[config.mk]
export PLATFORM = sky130hd
export DESIGN_NAME = sstf_disk_scheduler_top_flat
export DESIGN_NICKNAME = d
export VERILOG_FILES = /design/src/rtl/sstf_pkg.sv /design/src/rtl/sstf_req_if.sv /design/src/rtl/sstf_res_if.sv /design/src/rtl/sstf_store.sv /design/src/rtl/sstf_scan.sv /design/src/rtl/sstf_disk_scheduler_top.sv /design/src/flat_wrapper.sv
export SDC_FILE = /design/constraint.sdc
export NUM_CORES = 2
export LEC_CHECK = 0
export BUFFER_PORTS_ARGS = -buffer_cell sky130_fd_sc_hd__buf_2
export CAP_MARGIN = 20
export CORE_ASPECT_RATIO = 0.8
export CORE_MARGIN = 10
export CORE_UTILIZATION = 60
export DETAILED_ROUTE_END_ITERATION = 8
export HOLD_SLACK_MARGIN = 0.03
export PLACE_DENSITY = 0.87
export SLEW_MARGIN = 10
export SYNTH_ARGS = -nofsm -noshare
export SYNTH_HDL_FRONTEND = slang
export SYNTH_HIERARCHICAL = 1
export SYNTH_SLANG_ARGS = --single-unit
[constraint.sdc]
create_clock -name clk -period 10.6 [get_ports clk]
set_clock_uncertainty 0.2 [all_clocks]
set_input_delay 0.53 -clock clk [delete_from_list [all_inputs] [get_ports clk]]
set_output_delay 0.53 -clock clk [all_outputs]
set_load 0.02 [all_outputs]
[src/rtl/sstf_pkg.sv]
`default_nettype none

package sstf_pkg;

  // store depth and significant cylinder bits
  localparam int MAX_REQUESTS  = 64;
  localparam int CYLINDER_BITS = 16;

  // fixed field widths
  localparam int CYL_FIELD_W = 16;
  localparam int TOTAL_W     = 22;
  localparam int STATUS_W    = 2;

  // derived widths
  localparam int CYL_W    = (CYLINDER_BITS < CYL_FIELD_W) ? CYLINDER_BITS : CYL_FIELD_W;
  localparam int IDX_BITS = (MAX_REQUESTS > 1) ? $clog2(MAX_REQUESTS) : 1;
  localparam int CNT_BITS = $clog2(MAX_REQUESTS + 1);

  // input modes
  localparam logic MODE_LOAD = 1'b0;
  localparam logic MODE_RUN  = 1'b1;

  // result status codes
  localparam logic [STATUS_W-1:0] STATUS_SERVED  = 2'd0;
  localparam logic [STATUS_W-1:0] STATUS_EMPTY   = 2'd1;
  localparam logic [STATUS_W-1:0] STATUS_DROPPED = 2'd2;

  // one stored request presented to the scan unit
  typedef struct packed {
    logic                valid;
    logic [IDX_BITS-1:0] idx;
    logic [CYL_W-1:0]    cyl;
  } sstf_entry_t;

  // current best candidate of a scan
  typedef struct packed {
    logic [IDX_BITS-1:0] idx;
    logic [CYL_W-1:0]    seek;
    logic [CYL_W-1:0]    cyl;
  } sstf_best_t;

endpackage

`default_nettype wire

[src/rtl/sstf_req_if.sv]
`default_nettype none

interface sstf_req_if;
  import sstf_pkg::*;

  logic                   valid;
  logic                   ready;
  logic                   mode;
  logic [CYL_FIELD_W-1:0] cylinder;

  modport source (output valid, output mode, output cylinder, input ready);
  modport sink   (input valid, input mode, input cylinder, output ready);
endinterface

`default_nettype wire

[src/rtl/sstf_res_if.sv]
`default_nettype none

interface sstf_res_if;
  import sstf_pkg::*;

  logic                   valid;
  logic                   ready;
  logic [CYL_FIELD_W-1:0] served_cylinder;
  logic [CYL_FIELD_W-1:0] seek_distance;
  logic [TOTAL_W-1:0]     total_seek;
  logic                   last;
  logic [STATUS_W-1:0]    status;

  modport source (output valid, output served_cylinder, output seek_distance,
                  output total_seek, output last, output status, input ready);
  modport sink   (input valid, input served_cylinder, input seek_distance,
                  input total_seek, input last, input status, output ready);
endinterface

`default_nettype wire

[src/rtl/sstf_store.sv]
`default_nettype none

module sstf_store (
  input  wire logic                          clk,
  input  wire logic                          wr_en,
  input  wire logic [sstf_pkg::IDX_BITS-1:0] wr_addr,
  input  wire logic [sstf_pkg::CYL_W-1:0]    wr_data,
  input  wire logic [sstf_pkg::IDX_BITS-1:0] rd_addr,
  output logic      [sstf_pkg::CYL_W-1:0]    rd_data
);
  import sstf_pkg::*;

  logic [CYL_W-1:0] mem [MAX_REQUESTS];

  always_ff @(posedge clk) begin
    if (wr_en) begin
      mem[wr_addr] <= wr_data;
    end
  end

  always_ff @(posedge clk) begin
    rd_data <= mem[rd_addr];
  end

endmodule

`default_nettype wire

[src/rtl/sstf_scan.sv]
`default_nettype none

module sstf_scan (
  input  wire logic                       clk,
  input  wire logic                       rst,
  input  wire logic                       clear,
  input  wire sstf_pkg::sstf_entry_t      entry,
  input  wire logic [sstf_pkg::CYL_W-1:0] head,
  output sstf_pkg::sstf_best_t            best
);
  import sstf_pkg::*;

  logic             found;
  logic [CYL_W-1:0] delta;
  logic             better;

  // absolute distance and nearest-then-lower compare
  always_comb begin
    delta  = (entry.cyl >= head) ? (entry.cyl - head) : (head - entry.cyl);
    better = !found || (delta < best.seek)
             || ((delta == best.seek) && (entry.cyl < best.cyl));
  end

  always_ff @(posedge clk) begin
    if (rst) begin
      found <= 1'b0;
    end else if (clear) begin
      found <= 1'b0;
    end else if (entry.valid && better) begin
      found <= 1'b1;
    end
  end

  always_ff @(posedge clk) begin
    if (!clear && entry.valid && better) begin
      best.idx  <= entry.idx;
      best.seek <= delta;
      best.cyl  <= entry.cyl;
    end
  end

endmodule

`default_nettype wire

[src/rtl/sstf_disk_scheduler_top.sv]
// Shortest-seek-time-first disk scheduler. A load transaction (mode 0) appends
// a cylinder request to a store of MAX_REQUESTS entries; a load into a full
// store is dropped and answered by one result with status dropped. A run
// transaction (mode 1) sets the head and serves every pending request, nearest
// first and lower cylinder first on a tie, emitting one result per service
// with the seek distance and the running total, the final one marked last; an
// empty run gives one result with status empty. Each service walks all n stored
// requests through the single store read port and one distance comparator,
// then hands its result to the output register. The block takes no new
// transaction while a run or a pending result is in progress; the output
// register lets a load be taken while a result still waits downstream. After
// a run the store is empty and the head stays at the last served cylinder.

`default_nettype none

module sstf_disk_scheduler_top (
  input  wire logic  clk,
  input  wire logic  rst,
  sstf_req_if.sink   req,
  sstf_res_if.source res
);
  import sstf_pkg::*;

  localparam logic [1:0] S_IDLE = 2'd0;
  localparam logic [1:0] S_SCAN = 2'd1;
  localparam logic [1:0] S_EMIT = 2'd2;

  logic [1:0]          state;
  logic [CNT_BITS-1:0] count;
  logic [CNT_BITS-1:0] issue_idx;
  logic [CNT_BITS-1:0] served_cnt;
  logic [CYL_W-1:0]    head;
  logic [TOTAL_W-1:0]  sum;
  logic [MAX_REQUESTS-1:0] flags;

  // read pipeline stage in front of the comparator
  logic                p_vld;
  logic                p_flag;
  logic [IDX_BITS-1:0] p_idx;

  // result waiting for the output register
  logic [CYL_FIELD_W-1:0] pend_cyl;
  logic [CYL_FIELD_W-1:0] pend_dist;
  logic [TOTAL_W-1:0]     pend_total;
  logic                   pend_last;
  logic [STATUS_W-1:0]    pend_status;

  // output register
  logic                   out_vld;
  logic [CYL_FIELD_W-1:0] out_cyl;
  logic [CYL_FIELD_W-1:0] out_dist;
  logic [TOTAL_W-1:0]     out_total;
  logic                   out_last;
  logic [STATUS_W-1:0]    out_status;

  logic             accept;
  logic [CYL_W-1:0] in_cyl;
  logic             store_wr;
  logic [CYL_W-1:0] rd_data;
  logic             out_free;
  logic             scan_clear;
  sstf_entry_t      entry;
  sstf_best_t       best;
  logic [TOTAL_W-1:0] total_next;

  assign req.ready = (state == S_IDLE);
  assign accept    = req.valid && req.ready;
  assign in_cyl    = req.cylinder[CYL_W-1:0];
  assign out_free  = !out_vld || res.ready;

  // a load that fits goes straight into the store
  assign store_wr = accept && (req.mode == MODE_LOAD)
                    && (count != CNT_BITS'(MAX_REQUESTS));

  // best candidate restarts on the first cycle of every scan
  assign scan_clear = (state == S_SCAN) && (issue_idx == '0);

  assign entry.valid = p_vld && !p_flag;
  assign entry.idx   = p_idx;
  assign entry.cyl   = rd_data;

  assign total_next = sum + TOTAL_W'(best.seek);

  sstf_store u_store (
    .clk     (clk),
    .wr_en   (store_wr),
    .wr_addr (count[IDX_BITS-1:0]),
    .wr_data (in_cyl),
    .rd_addr (issue_idx[IDX_BITS-1:0]),
    .rd_data (rd_data)
  );

  sstf_scan u_scan (
    .clk   (clk),
    .rst   (rst),
    .clear (scan_clear),
    .entry (entry),
    .head  (head),
    .best  (best)
  );

  // sequencer and control state
  always_ff @(posedge clk) begin
    if (rst) begin
      state      <= S_IDLE;
      count      <= '0;
      issue_idx  <= '0;
      served_cnt <= '0;
      head       <= '0;
      sum        <= '0;
      flags      <= '0;
    end else begin
      case (state)
        S_IDLE: begin
          if (accept) begin
            if (req.mode == MODE_LOAD) begin
              if (count == CNT_BITS'(MAX_REQUESTS)) begin
                state <= S_EMIT;
              end else begin
                count <= count + CNT_BITS'(1);
              end
            end else begin
              head       <= in_cyl;
              sum        <= '0;
              served_cnt <= '0;
              issue_idx  <= '0;
              if (count == '0) begin
                state <= S_EMIT;
              end else begin
                state <= S_SCAN;
              end
            end
          end
        end
        S_SCAN: begin
          if (issue_idx != count) begin
            // issue one store read per cycle
            issue_idx <= issue_idx + CNT_BITS'(1);
          end else if (!p_vld) begin
            // last entry compared: commit this service
            sum                          <= total_next;
            head                         <= best.cyl;
            flags[best.idx]              <= 1'b1;
            served_cnt                   <= served_cnt + CNT_BITS'(1);
            state                        <= S_EMIT;
          end
        end
        S_EMIT: begin
          if (out_free) begin
            if (pend_status == STATUS_DROPPED) begin
              state <= S_IDLE;
            end else if ((pend_status == STATUS_SERVED) && !pend_last) begin
              issue_idx <= '0;
              state     <= S_SCAN;
            end else begin
              // run finished: empty the store
              count <= '0;
              flags <= '0;
              state <= S_IDLE;
            end
          end
        end
        default: begin
          state <= S_IDLE;
        end
      endcase
    end
  end

  // read pipeline valid, one store read per scan cycle while reads remain
  always_ff @(posedge clk) begin
    if (rst) begin
      p_vld <= 1'b0;
    end else begin
      p_vld <= (state == S_SCAN) && (issue_idx != count);
    end
  end

  // output valid: loaded from the pending result, dropped once taken
  always_ff @(posedge clk) begin
    if (rst) begin
      out_vld <= 1'b0;
    end else if (state == S_EMIT && out_free) begin
      out_vld <= 1'b1;
    end else if (res.ready) begin
      out_vld <= 1'b0;
    end
  end

  // payload registers
  always_ff @(posedge clk) begin
    if (state == S_SCAN && issue_idx != count) begin
      p_idx  <= issue_idx[IDX_BITS-1:0];
      p_flag <= flags[issue_idx[IDX_BITS-1:0]];
    end

    if (state == S_IDLE && accept) begin
      pend_cyl    <= '0;
      pend_dist   <= '0;
      pend_total  <= '0;
      pend_last   <= (req.mode == MODE_RUN);
      pend_status <= (req.mode == MODE_LOAD) ? STATUS_DROPPED : STATUS_EMPTY;
    end else if (state == S_SCAN && issue_idx == count && !p_vld) begin
      pend_cyl    <= CYL_FIELD_W'(best.cyl);
      pend_dist   <= CYL_FIELD_W'(best.seek);
      pend_total  <= total_next;
      pend_last   <= ((served_cnt + CNT_BITS'(1)) == count);
      pend_status <= STATUS_SERVED;
    end

    if (state == S_EMIT && out_free) begin
      out_cyl    <= pend_cyl;
      out_dist   <= pend_dist;
      out_total  <= pend_total;
      out_last   <= pend_last;
      out_status <= pend_status;
    end
  end

  assign res.valid           = out_vld;
  assign res.served_cylinder = out_cyl;
  assign res.seek_distance   = out_dist;
  assign res.total_seek      = out_total;
  assign res.last            = out_last;
  assign res.status          = out_status;

endmodule

`default_nettype wire
[src/flat_wrapper.sv]
// flat-port wrapper written by rule: the top's interface ports become plain ports
module sstf_disk_scheduler_top_flat import sstf_pkg::*;
  (clk, rst, req_valid, req_mode, req_cylinder, req_ready, res_valid, res_served_cylinder, res_seek_distance, res_total_seek, res_last, res_status, res_ready);
  sstf_req_if req_i ();
  sstf_res_if res_i ();
  input  wire logic clk;
  input  wire logic rst;
  input wire logic [$bits(req_i.valid)-1:0] req_valid;
  input wire logic [$bits(req_i.mode)-1:0] req_mode;
  input wire logic [$bits(req_i.cylinder)-1:0] req_cylinder;
  output wire logic [$bits(req_i.ready)-1:0] req_ready;
  output wire logic [$bits(res_i.valid)-1:0] res_valid;
  output wire logic [$bits(res_i.served_cylinder)-1:0] res_served_cylinder;
  output wire logic [$bits(res_i.seek_distance)-1:0] res_seek_distance;
  output wire logic [$bits(res_i.total_seek)-1:0] res_total_seek;
  output wire logic [$bits(res_i.last)-1:0] res_last;
  output wire logic [$bits(res_i.status)-1:0] res_status;
  input wire logic [$bits(res_i.ready)-1:0] res_ready;
  assign req_i.valid = req_valid;
  assign req_i.mode = req_mode;
  assign req_i.cylinder = req_cylinder;
  assign req_ready = req_i.ready;
  assign res_valid = res_i.valid;
  assign res_served_cylinder = res_i.served_cylinder;
  assign res_seek_distance = res_i.seek_distance;
  assign res_total_seek = res_i.total_seek;
  assign res_last = res_i.last;
  assign res_status = res_i.status;
  assign res_i.ready = res_ready;
  sstf_disk_scheduler_top u_core (.clk(clk), .rst(rst), .req(req_i), .res(res_i));
endmodule
---- Yosys cells after proc, flatten, opt, wreduce, memory -nomap -nowiden ----
Memory sizes are Yosys's and may differ from the RTL's. A register that Yosys moved wholly into a read port is not among the register bits.
Cells that the tools add are included.
storage, ports and cells
  flip-flop bits (word level) ............. 287
  RAM bits ................................ 1024
  bits of input ports ..................... 21
  output and inout bits ................... 59
  logic and storage cells ................. 159
  memories ................................ 1
memory list
  name                depth  bits a word  rd ports  clocked after Yosys merged registers in  write ports  line              text
  u_core.u_store.mem  64     16           1         1                                        1            sstf_store.sv:13  logic [CYL_W-1:0] mem [MAX_REQUESTS];
operators by class
  $add $sub $neg .......................... 6
  order comparisons ....................... 6
  eq/ne operators ......................... 21
  muxes and demuxes ....................... 57
  bitwise gates (word level) .............. 2
  reductions and logical operators ........ 41
operators with widths
  kind                                                count
  2-to-1 mux 64 bit                                   5
  one-hot mux 64 bit (2 select lines)                 1
  2-to-1 mux 7 bit                                    14
  2-to-1 mux 22 bit                                   4
  2-to-1 mux 16 bit                                   5
  bitwise OR 64 bit                                   1
  one-hot mux 22 bit (2 select lines)                 1
  < comparator 16 bit                                 2
  one-hot mux 16 bit (2 select lines)                 1
  subtractor 16 bit                                   2
  one-hot mux 7 bit (2 select lines)                  2
  adder 22 x 16 -> 22 bit                             1
  2-to-1 mux 2 bit                                    11
  adder 7 x 1 -> 7 bit, second input constant         3
  one-hot mux 7 bit (3 select lines)                  1
  equality test 16 bit                                1
  greater-or-equal comparator 16 bit                  1
  logical AND 1 bit                                   16
  != test 2 bit, second input constant                8
  equality test 7 bit                                 2
  logical NOT 7 bit                                   2
  < comparator 6 x 7 -> 1 bit, second input constant  2
  AND reduction 7 bit                                 2
  AND reduction 5 bit                                 2
  other kinds (20)                                    43

---- Depth between registers and ports, before layout ----
  depth in word-level cells ............... 8
  gate-level depth with buffers ........... 19
  gate-level depth less buffers ........... 18

---- By module ----
Netlist, hierarchy kept.
modules (own cells, without submodules)
  module                   instances  cells each  area each (µm²)  sequential area each (µm²)
  sstf_store               1          1828        40019.6          31069.8
  sstf_disk_scheduler_top  1          1062        10581.4          5635.4
  sstf_scan                1          376         3552.2           1161.1

---- Worst setup path before layout ----
OpenSTA, ideal clock, no wires.
  path type ............................... reg-to-reg
  start ................................... register u_core.head[1]
  end ..................................... register, netlist name u_core/u_scan/best[0]
  library setup time ...................... 0.400 ns
  arrival time ............................ 4.024 ns
  required time ........................... 10.000 ns
  slack ................................... 5.976 ns
  cell stages (with the launch flop) ...... 17
  path buffers ............................ 0
  clock period less this slack ............ 4.624 ns
  path through ............................ dfxtp_1 inv_1 ha_1 nor2b_1 o2111a_1 nor3_2 o21ai_0 a221o_1 o21a_1 xor2_1 ha_1 a21o_1 a21o_1 a21oi_1 o21ai_0 a21oi_1 o311a_1
on the way
  cells in the longest elaborated chain, start to end .. 6
  elaborated cells on any way between the ends .. 10
  classes of those cells .................. add/sub (2); order compare (2); eq/ne (1); mux (1); reduce/logical (4)
RTL lines
  item                                                                     line                              text
  start: declaration                                                       sstf_disk_scheduler_top.sv:32     logic [CYL_W-1:0] head;
  start signal: assignment                                                 sstf_disk_scheduler_top.sv:123    head <= in_cyl;
  start signal: assignment                                                 sstf_disk_scheduler_top.sv:142    head <= best.cyl;
  subtractor 16 bit or greater-or-equal comparator 16 bit (tied branches)  sstf_scan.sv:19                   delta = (entry.cyl >= head) ? (entry.cyl - head) : (head - entry.cyl);
  2-to-1 mux 16 bit *                                                      sstf_scan.sv:19
  named net u_core.u_scan.delta[13]                                        sstf_scan.sv:14                   logic [CYL_W-1:0] delta;
  < comparator 16 bit or equality test 16 bit (tied branches)              sstf_scan.sv:20, sstf_scan.sv:21
  logical OR 1 bit or logical AND 1 bit (tied branches)                    sstf_scan.sv:20, sstf_scan.sv:21
  logical OR 1 bit *                                                       sstf_scan.sv:21                   || ((delta == best.seek) && (entry.cyl < best.cyl));
  logical AND 1 bit *                                                      sstf_scan.sv:35                   if (!clear && entry.valid && better) begin
Mark *: on every way through the listed nets, which the timed path passes. The rest lies on a longest branch.
A chain may end at the register's enable or synchronous reset.

---- Worst setup path in the final report ----
  start ................................... register u_core.head[2]
  end ..................................... register, netlist name u_core/u_scan/best[8]
on the way
  cells in the longest elaborated chain, start to end .. 6
  elaborated cells on any way between the ends .. 10
  classes of those cells .................. add/sub (2); order compare (2); eq/ne (1); mux (1); reduce/logical (4)
RTL lines
  item                                                                     line
  subtractor 16 bit or greater-or-equal comparator 16 bit (tied branches)  sstf_scan.sv:19
  2-to-1 mux 16 bit *                                                      sstf_scan.sv:19
  named net u_core.u_scan.delta[3]                                         sstf_scan.sv:14
  < comparator 16 bit or equality test 16 bit (tied branches)              sstf_scan.sv:20, sstf_scan.sv:21
  logical OR 1 bit or logical AND 1 bit (tied branches)                    sstf_scan.sv:20, sstf_scan.sv:21
  logical OR 1 bit *                                                       sstf_scan.sv:21
  logical AND 1 bit *                                                      sstf_scan.sv:35
Marks and branches as above.

==> impl_metrics.ini <==
[logic_synthesis]
synth_cell_type_count = 95
synth-seq-cells = 1327
synth-edff-count = 1129
synth_flop_cell = edfxtp_1
ys_seq_area_share_pct = 69.9
syn_nets = 3373
avgSynthCellArea_sq_um = 16.6
yosysTopAreaCellShare_pct = 62.6
async_flop_share_pct = 0
ys.warnings.count = 6
synthesis.area_sq_um = 54200
synthCells = 3266
synth_area_leaders = edfxtp_1 63%, mux4_2 9.8%, dfxtp_1 7.3%
yosys.area.top_type = edfxtp_1

[critical_path]
worstPathCellList = inv_1 > ha_1 > a21oi_1 > o2111ai_1 > a21oi_1 > o21ai_4 > nor3_1 > a31o_1 > xnor2_1 > ha_1 > nand4_1 > a2111oi_0 > o211ai_1 > a21oi_1 > o311a_2
cp_top_family = compound AO/OA/AOI/OAI gates
endpoint_kind = flop
slowest_delay_ns = 0.89
start_kind = flop
cp_num_buf_inv = 1
crit_type = flop to flop
crit_fanout = 38
crit_path_top_delay_cell = o311a_2
cp_common_cell = a21oi_1
crit_required_ns = 10.72
crit_arrival_ns = 5.52

[floorplan]
initial_utilization_pct = 60.6
io_pins = 80
rows = 98
die_area_sq_um = 103000
coreArea_sq_um = 89400
die_w_um = 356
fp.dieH_um = 289

[detailed_routing]
drc_errors = 0
dr_total_vias = 31400
drtAntennaViolNets = 0
routed_wl_um = 133000
dr.pass1.iters = 5
via_per_inst = 6.71
drt_iter0_drc = 4239
wl_per_cell_um = 28.5

[run]
drv_cap = 0

[sta]
rsz0062_at_grt = no
finalSetupViolCount = 0
min_period_over_period_pct = 50.9
tns_ns = 0
period_needed_ns = 5.40
clock.fmax_mhz = 185
slew_headroom_pct = 15.2
hold_violations = 0
tightest_slew_ns = 1.27
slew_violations = 0

[power]
leakage_uw = 0.0196
powerDensity_nw_per_um2 = 182
vdd_drop_max_v = 0.000158

[cts]
cts.repair.resized = 0
hold_buffers = 4
cts_made_buffers = 118
clk_path_buf_depth = 3
clk_pin_slew_worst_paths_ns = 0.06
htreeDepth = 3
insertion_delay_ns = 0.73
cts-root-buf = clkbuf_16
cts_tree = done
cts_num_sinks = 1327
cts_setup_buffers = 0

[grt]
grt_pass1_wl_um = 200000
grt_pass1_vias = 31000
grt_usage_pct = 25.8
antenna_found_initial = 5
grt_max_degree = 133
overflow = 0

[cells_and_area]
final_layout_size_suffix_gt1_share_pct = 19.7
area_delta_synth_final_pct = 10.4
fin_area_sq_um = 59800
n_fill_cell = 5568
instances_no_fill = 4685
final_nets = 3494
utilization_pct = 66.9

[placed_design]
portBuffers = 79
routabilityCongestion = 0.915
dpl_cell_area_sq_um = 55800
dp_cells = 4461
dpl.hpwl_um = 78300

[status]
status = completed

[min_path]
worstHoldPathType = flop to flop
==> flip-flops by register name (all words and copies together), names as in the netlist, 2 cells and up <==
signal and cells:
u_core/u_store/mem 1024, u_core/flags 64, u_core/u_scan/best 38, u_core/pend_total 22, u_core/res.total_seek 22, u_core/sum 22
u_core/head 16, u_core/pend_cyl 16, u_core/pend_dist 16, u_core/res.seek_distance 16, u_core/res.served_cylinder 16, u_core/u_store/rd_data 16
u_core/count 7, u_core/issue_idx 7, u_core/served_cnt 7, u_core/p_idx 6, u_core/pend_status 2, u_core/res.status 2
u_core/state 2
==> layout make-up <==
class | instances | area (sq um) | area share [%]
Inverter | 87 | 327 | 0.546
Timing Repair Buffer | 181 | 1210 | 2.03
Antenna cell | 2 | 5.00 | 0.00837
Sequential cell | 1327 | 37900 | 63.3
Multi-Input combinational cell | 1672 | 15000 | 25.0
Tap cell | 1200 | 1500 | 2.51
Clock inverter | 69 | 762 | 1.27
Clock buffer | 147 | 3160 | 5.29
==> per-layer routing <==
layer,wire [um],up-vias,global-route usage [%]
met2,63300,2154,40.6
met3,15600,371,6.26
li1,-,13100,-
met5,27,-,0
met1,49400,15800,35.3
met4,5090,4,9.47
==> cells in the final DEF (no fill, tap or decap), drive strengths merged, types with 92 or more instances in the layout <==
master	instances
buf	177
inv	92
mux4	244
dfxtp	198
edfxtp	1129
clkbuf	147
a21oi	106
mux2i	93
nand2	281
nor2	166
==> synth_stat cells, types with 9 or more instances <==
library cell	n
nor3_1	17
mux2_2	30
o31ai_1	9
nand2b_1	17
mux4_2	236
nor2b_1	42
inv_1	86
edfxtp_1	1129
nand4_1	30
a221oi_1	17
and3_1	12
o21ai_0	81
a21o_1	28
xnor2_1	19
nand3_1	83
a31oi_1	17
a22o_1	14
dfxtp_1	198
clkbuf_1	67
a311oi_1	28
buf_6	19
a21oi_1	98
xor2_1	21
ha_1	83
a22oi_1	43
buf_4	16
o211ai_1	15
a211o_1	12
nor2_1	164
nand2_1	279
a211oi_1	22
mux2i_1	93
buf_2	64
==> metrics by stage <==
step / total power (uW) / worst slack (ns) / hold WS, ns
3_3_place_gp: 6590 / 5.38 / 0.202
4_1_cts: 10900 / 5.26 / 0.215
3_5_place_dp: 6620 / 5.31 / 0.205
2_1_floorplan: 6370 / 5.98 / 0.200
6_report: 10900 / 5.20 / 0.217
5_1_grt: 11200 / 4.92 / 0.218
==> logic make-up after synthesis <==
kind of cell,count (synthesis),share of synthesized area (%)
buffers and inverters,267,2.57
multiplexers,368,12.6
adder cells (fa/ha/maj),86,2.03
flip-flops,1327,69.9
AO/OA/AOI/OAI,473,6.13
AND/OR/NAND/NOR,705,6.13
XOR/XNOR,40,0.647
==> path summary, 6_finish.rpt <==
kind | from | endpoint | slack, ns | cells past startpoint
setup / recovery | u_core/head[2] | u_core/u_scan/best[8] | 5.20 | 15
setup reg to reg | u_core/head[2] | u_core/u_scan/best[8] | 5.20 | 15
hold / removal | u_core/pend_cyl[3] | u_core/res.served_cylinder[3] | 0.22 | 0
hold reg to reg | u_core/pend_cyl[3] | u_core/res.served_cylinder[3] | 0.22 | 0
==> report_power, final <==
part           internal [uW]  switching (uW)
sequential              5760            41.6
combinational            225             499
clock                   2420            1920
total                   8400            2460
No activity file was read; power rests on OpenSTA's default activity.
